$ cat src/design/irsp_pkg.sv
package irsp_pkg;

   localparam int CORDIC_STEPS_DEF = 20;

   // configuration register indexes
   localparam int CSR_IDX_W = 3;
   localparam logic [CSR_IDX_W-1:0] REG_NORMAL_WIDTH     = 3'd0;
   localparam logic [CSR_IDX_W-1:0] REG_NORMAL_HEIGHT    = 3'd1;
   localparam logic [CSR_IDX_W-1:0] REG_VIEW_WIDTH       = 3'd2;
   localparam logic [CSR_IDX_W-1:0] REG_VIEW_HEIGHT      = 3'd3;
   localparam logic [CSR_IDX_W-1:0] REG_SCALE_FACTOR     = 3'd4;
   localparam logic [CSR_IDX_W-1:0] REG_ROTATION_DEGREES = 3'd5;
   localparam int CSR_DATA_W = 24;

   localparam int POINT_W = 20;
   localparam int SCALE_W = 24;
   localparam int ROT_W   = 17;
   localparam int OUT_W   = 22;

   localparam int CENT_W  = 23;   // 2*point - view
   localparam int COORD_W = 41;   // Q.16 working coordinates
   localparam int ANG_W   = 33;   // radians Q.30
   localparam int RES_W   = 14;   // residual degrees Q.7
   localparam int MAG_W   = 32;
   localparam int DIV_QBITS = 25;
   localparam int DIV_W   = 51;

   localparam logic [17:0] FULL_TURN_X1 = 18'd46080;
   localparam logic [17:0] FULL_TURN_X2 = 18'd92160;
   localparam logic [17:0] FULL_TURN_X3 = 18'd138240;
   localparam logic [15:0] QUARTER_X1   = 16'd11520;
   localparam logic [15:0] QUARTER_X2   = 16'd23040;
   localparam logic [15:0] QUARTER_X3   = 16'd34560;
   localparam logic [13:0] EIGHTH_Q7    = 14'd5760;
   localparam logic [26:0] DEG_TO_RAD_Q32 = 27'd74961321;
   localparam logic [29:0] GAIN_Q30     = 30'd652032874;
   localparam logic signed [26:0] OUT_MAX = 27'sd2097151;
   localparam logic signed [26:0] OUT_MIN = -27'sd2097152;

   function automatic logic signed [ANG_W-1:0] atan_q30(input int idx);
      logic signed [ANG_W-1:0] v;
      case (idx)
         0: v = 33'sd843314856;
         1: v = 33'sd497837829;
         2: v = 33'sd263043836;
         3: v = 33'sd133525158;
         4: v = 33'sd67021686;
         5: v = 33'sd33543515;
         6: v = 33'sd16775850;
         7: v = 33'sd8388437;
         8: v = 33'sd4194282;
         9: v = 33'sd2097149;
         10: v = 33'sd1048575;
         11: v = 33'sd524288;
         12: v = 33'sd262144;
         13: v = 33'sd131072;
         14: v = 33'sd65536;
         15: v = 33'sd32768;
         16: v = 33'sd16384;
         17: v = 33'sd8192;
         18: v = 33'sd4096;
         19: v = 33'sd2048;
         20: v = 33'sd1024;
         21: v = 33'sd512;
         22: v = 33'sd256;
         23: v = 33'sd128;
         24: v = 33'sd64;
         25: v = 33'sd32;
         26: v = 33'sd16;
         27: v = 33'sd8;
         28: v = 33'sd4;
         29: v = 33'sd2;
         30: v = 33'sd1;
         default: v = 33'sd0;
      endcase
      return v;
   endfunction

endpackage

$ cat src/design/irsp_front.sv
module irsp_front (
   input  logic                                   clock,
   input  logic                                   reset,
   input  logic                                   ce,
   input  logic                                   in_valid,
   input  logic [irsp_pkg::POINT_W-1:0]           point_x,
   input  logic [irsp_pkg::POINT_W-1:0]           point_y,
   input  logic [irsp_pkg::POINT_W-1:0]           view_width,
   input  logic [irsp_pkg::POINT_W-1:0]           view_height,
   input  logic signed [irsp_pkg::ROT_W-1:0]      rotation_degrees,
   output logic                                   out_valid,
   output logic signed [irsp_pkg::COORD_W-1:0]    x_out,
   output logic signed [irsp_pkg::COORD_W-1:0]    y_out,
   output logic signed [irsp_pkg::ANG_W-1:0]      z_out
);
   import irsp_pkg::*;

   // stage 1: centering and angle reduction
   logic                      v1_ff;
   logic signed [CENT_W-1:0]  cx_ff, cx_in, cy_ff, cy_in;
   logic [1:0]                quad_ff, quad_in;
   logic signed [RES_W-1:0]   res_ff, res_in;

   logic signed [18:0] wrap_s;
   logic [17:0]        wrap_u;
   logic [15:0]        am;
   logic [15:0]        rem;
   logic [1:0]         quad_raw;
   logic signed [14:0] res_neg;

   always_comb begin
      cx_in = $signed({2'b00, point_x, 1'b0}) - $signed({3'b000, view_width});
      cy_in = $signed({2'b00, point_y, 1'b0}) - $signed({3'b000, view_height});

      wrap_s = $signed({{2{rotation_degrees[ROT_W-1]}}, rotation_degrees}) + 19'sd92160;
      wrap_u = wrap_s[17:0];
      if (wrap_u >= FULL_TURN_X3) begin
         am = 16'(wrap_u - FULL_TURN_X3);
      end else if (wrap_u >= FULL_TURN_X2) begin
         am = 16'(wrap_u - FULL_TURN_X2);
      end else if (wrap_u >= FULL_TURN_X1) begin
         am = 16'(wrap_u - FULL_TURN_X1);
      end else begin
         am = wrap_u[15:0];
      end

      if (am >= QUARTER_X3) begin
         quad_raw = 2'd3;
         rem = am - QUARTER_X3;
      end else if (am >= QUARTER_X2) begin
         quad_raw = 2'd2;
         rem = am - QUARTER_X2;
      end else if (am >= QUARTER_X1) begin
         quad_raw = 2'd1;
         rem = am - QUARTER_X1;
      end else begin
         quad_raw = 2'd0;
         rem = am;
      end

      // upper half of a quarter goes to the next quarter with a negative residual
      res_neg = $signed({1'b0, rem[13:0]}) - 15'sd11520;
      if (rem[13:0] >= EIGHTH_Q7) begin
         quad_in = quad_raw + 2'd1;
         res_in = res_neg[13:0];
      end else begin
         quad_in = quad_raw;
         res_in = $signed(rem[13:0]);
      end
   end

   always_ff @(posedge clock) begin
      if (reset) begin
         v1_ff <= 1'b0;
      end else if (ce) begin
         v1_ff <= in_valid;
      end
      if (ce) begin
         cx_ff <= cx_in;
         cy_ff <= cy_in;
         quad_ff <= quad_in;
         res_ff <= res_in;
      end
   end

   // stage 2: angle to radians, quarter-turn rotation
   logic                      v2_ff;
   logic signed [COORD_W-1:0] x2_ff, x2_in, y2_ff, y2_in;
   logic signed [ANG_W-1:0]   z2_ff, z2_in;
   logic signed [41:0]        ang_prod;
   logic signed [41:0]        ang_rnd;
   logic signed [COORD_W-1:0] xe, ye;

   always_comb begin
      ang_prod = res_ff * $signed({1'b0, DEG_TO_RAD_Q32});
      ang_rnd = (ang_prod + 42'sd256) >>> 9;
      z2_in = -ang_rnd[ANG_W-1:0];
      xe = {{2{cx_ff[CENT_W-1]}}, cx_ff, 16'b0};
      ye = {{2{cy_ff[CENT_W-1]}}, cy_ff, 16'b0};
      case (quad_ff)
         2'd1: begin
            x2_in = ye;
            y2_in = -xe;
         end
         2'd2: begin
            x2_in = -xe;
            y2_in = -ye;
         end
         2'd3: begin
            x2_in = -ye;
            y2_in = xe;
         end
         default: begin
            x2_in = xe;
            y2_in = ye;
         end
      endcase
   end

   always_ff @(posedge clock) begin
      if (reset) begin
         v2_ff <= 1'b0;
      end else if (ce) begin
         v2_ff <= v1_ff;
      end
      if (ce) begin
         x2_ff <= x2_in;
         y2_ff <= y2_in;
         z2_ff <= z2_in;
      end
   end

   assign out_valid = v2_ff;
   assign x_out = x2_ff;
   assign y_out = y2_ff;
   assign z_out = z2_ff;

endmodule

$ cat config.mk
export PLATFORM = sky130hd
export DESIGN_NAME = irsp_front
export DESIGN_NICKNAME = d
export VERILOG_FILES = /design/src/design/irsp_pkg.sv /design/src/design/irsp_front.sv
export SDC_FILE = /design/constraint.sdc
export NUM_CORES = 1
export LEC_CHECK = 0
export BUFFER_PORTS_ARGS = -buffer_cell sky130_fd_sc_hd__buf_2
export CAP_MARGIN = 20
export CORE_MARGIN = 4
export CORE_UTILIZATION = 64
export DETAILED_ROUTE_END_ITERATION = 7
export PLACE_DENSITY = 0.87
export SLEW_MARGIN = 10
export SYNTH_ARGS = -nofsm -noshare
export SYNTH_HDL_FRONTEND = slang
export SYNTH_SLANG_ARGS = --single-unit
$ cat constraint.sdc
create_clock -name clock -period 17.7 [get_ports clock]
set_input_delay 4.425 -clock clock [delete_from_list [all_inputs] [get_ports clock]]
set_output_delay 4.425 -clock clock [all_outputs]
set_load 0.02 [all_outputs]
==> results.tsv <==
stage	metric	value	unit
outcome	outcome	complete, no violations	
critical_path	crit_buf_inv	3	
detailed_routing	finalWirelength	43720	um
clock_tree	cts_buffer_depth	2	
finish	layout_commonest_cell	inv_1	
critical_path	critPathArrivalTime	11.05	ns
clock_tree	cts-buffers-inserted	17	
clock_tree	path_clk_slew	0.08	ns
sta	slew_violations	0	
sta	rsz0062_at_grt	no	
floorplan	core	26880	sq um
floorplan	dieArea	29870	sq um
critical_path	r2r_start	res_ff[8]	
sta	tns	0	ns
global_route	gr-total-overflow	0	
critical_path	path_delay_family	compound AO/OA/AOI/OAI gates	
critical_path	cp_num_cells	25	
placement	place_congestion	0.9938	
logic_synthesis	ys_ff_latch	145	
floorplan	pin_count	217	
critical_path	slowest_delay	0.62	ns
finish	final_cells	2340	
critical_path	r2r_setup_slack	9.39	ns
critical_path	worstPathMaxFanout	16	
finish	area_delta_synth_final	9.355	%
clock_tree	clk_latency	0.44	ns
clock_tree	htree_levels	4	
finish	fill_cells	1945	
floorplan	rows	60	
floorplan	die_x	172.8	um
sta	finalHoldViolations	0	
critical_path	reg2reg_depth	24	
detailed_routing	via_per_inst	6.068	
critical_path	cp_slowest_cell	ha_1	
finish	design_area	19010	sq um
logic_synthesis	yosysWarningCount	0	
finish	fin_util	0.7074	
worst_hold_path	hold_class	reg2reg	
global_route	grt_usage	0.2902	
floorplan	die_h	172.8	um
detailed_routing	ant_nets	0	
logic_synthesis	synth_top_flop_cell	edfxtp_1	
global_route	antenna_found_initial	4	
logic_synthesis	synth-edff-count	143	
logic_synthesis	synth_cells	1836	
sta	setup_viol	0	
sta	tightestPinTransition	1.042	ns
sta	max_freq	92.19	MHz
critical_path	required	17.90	ns
logic_synthesis	async_flop_share	0	
finish	nets	2419	
clock_tree	post_cts_buffers	0	
sta	finalCriticalPeriod	10.85	ns
critical_path	path_common_cell	ha_1	
placement	port_buffers	184	
run	drv_cap	0	
global_route	grt_pass1_vias	13993	
critical_path	r2r-end	z_out[31]	
finish	drive_gt1_frac	0.1406	
clock_tree	cts_tree	yes	
critical_path	crit_type	in2reg	
detailed_routing	wl_per_cell	18.68	um
finish	final_cell_mix	inv_1, ha_1, buf_2	
detailed_routing	dr.pass1.iters	6	
floorplan	initial_core_util	0.6469	
critical_path	worstSetupEndpoint	quad_ff[1]	
clock_tree	postCtsHoldBufs	0	
global_route	grt_max_degree	97	
logic_synthesis	ys_seq_area_frac	0.2493	
placement	post_dp_cell_area	18390	sq um
sta	finalCritPeriodShare	0.6128	
detailed_routing	dr.first_iter.drc_count	1410	
placement	place_inst	2307	
detailed_routing	drc_errors	0	
critical_path	startpoint_type	input port	
placement	dp_hpwl	34150	um
clock_tree	clkSinkCount	145	
clock_tree	cts_resized	0	
sta	relSlewSlack	0.2963	
detailed_routing	vias	14199	
clock_tree	ctsRootBufferMaster	clkbuf_16	
sta	skew	0.01265	ns
logic_synthesis	syn_area_per_cell	9.470	sq um
critical_path	crit_path_end_kind	flop	
global_route	grt_pass1_wl	70890	um
logic_synthesis	synth_cell_types	106	
critical_path	startpoint	rotation_degrees[11]	
logic_synthesis	netlist_area	17390	sq um
-- per-stage QoR --
step	hold WS, ns	setup WS [ns]
floorplan	0.4601	7.586
global placement	0.4681	6.704
finish	0.4956	6.853
detailed placement	0.4802	6.510
CTS	0.4962	6.971
global route	0.5504	6.481
-- cell usage after synthesis (4+ instances only) --
| library cell | instances | area [sq um] |
|---|---|---|
| inv_1 | 270 | 1013 |
| ha_1 | 211 | 2640 |
| edfxtp_1 | 143 | 4294 |
| nor2_1 | 135 | 506.7 |
| fa_1 | 122 | 2442 |
| nand2_1 | 94 | 352.8 |
| o21ai_0 | 81 | 405.4 |
| a21oi_1 | 76 | 380.4 |
| xnor2_1 | 75 | 656.9 |
| nand3_1 | 46 | 230.2 |
| nor3_1 | 43 | 215.2 |
| or3_1 | 41 | 256.5 |
| clkbuf_1 | 40 | 150.1 |
| buf_4 | 34 | 255.2 |
| xor2_1 | 33 | 289.0 |
| a211oi_1 | 27 | 202.7 |
| a21o_1 | 26 | 195.2 |
| a221oi_1 | 26 | 227.7 |
| nor2b_1 | 20 | 125.1 |
| o211ai_1 | 16 | 120.1 |
| and2_1 | 15 | 93.84 |
| mux2i_1 | 14 | 140.1 |
| o21a_1 | 14 | 105.1 |
| a31oi_1 | 13 | 81.33 |
| a21boi_0 | 12 | 90.09 |
| nand2b_1 | 12 | 75.07 |
| or2_2 | 10 | 62.56 |
| and3_1 | 8 | 50.05 |
| nor4_1 | 8 | 50.05 |
| a31o_2 | 7 | 61.31 |
| nand4_1 | 7 | 43.79 |
| o31a_1 | 7 | 61.31 |
| o31ai_1 | 6 | 45.04 |
| a211o_1 | 5 | 43.79 |
| a22oi_1 | 5 | 37.54 |
| buf_1 | 5 | 18.77 |
| nand3b_1 | 5 | 37.54 |
| o21ai_1 | 5 | 25.02 |
| o21bai_1 | 5 | 37.54 |
| a221o_1 | 4 | 40.04 |
| buf_2 | 4 | 20.02 |
| buf_6 | 4 | 45.04 |
| mux4_2 | 4 | 90.09 |
-- flip-flops by register name, summed over array words and instances (netlist names) --
name	count
res_ff	14
cx_ff	22
cy_ff	22
out_valid	1
v1_ff	1
z_out	33
y_out	25
x_out	25
quad_ff	2
-- final cells by class --
cell class,count,area (sq um),area share
Tap cell,341,426.7,0.02244
Inverter,273,1030,0.05416
Multi-Input combinational cell,1361,11640,0.6125
Clock buffer,17,425.4,0.02237
Antenna cell,1,2.502,0.0001316
Timing Repair Buffer,187,949.7,0.04995
Clock inverter,15,200.2,0.01053
Sequential cell,145,4334,0.2280
-- per-layer routing --
layer,part of all wire,vias up,routed length [um],global-route usage
li1,-,6674,-,-
met1,0.42,6726,18430,0.3913
met2,0.46,669,20040,0.4660
met3,0.087,124,3785,0.06362
met4,0.033,6,1429,0.1051
met5,0.00069,-,30,0
-- worst min path at each step --
stage,to,slack (ns),cells past startpoint,start
after floorplan,v1_ff,0.46,2,v1_ff
final,out_valid,0.50,2,out_valid
after detailed placement,out_valid,0.48,2,out_valid
after CTS,out_valid,0.50,2,out_valid
after global routing,out_valid,0.55,2,out_valid
after global placement,out_valid,0.47,2,out_valid
-- tightest hold or removal path, delay by kind of cell, from the launching register on --
family	cells	cell delay, ns
mux	1	0.06
flops	1	0.32
simple gates	1	0.07
-- cell families (layout without fill, tap and decap cells) --
family / count (synthesis) / count (layout) / share of synthesized area
simple gates: 471 / 471 / 0.1353
xor+xnor: 113 / 113 / 0.05973
other cells: 1 / 33 / 0.0002157
compound gates: 392 / 392 / 0.1608
fa+ha+maj: 333 / 333 / 0.2923
buf+inv: 361 / 492 / 0.08765
mux: 20 / 20 / 0.01475
flops: 145 / 145 / 0.2493
Power is not shown: default switching activity piles up to over one toggle a cycle in this logic, so the estimate is an artifact.
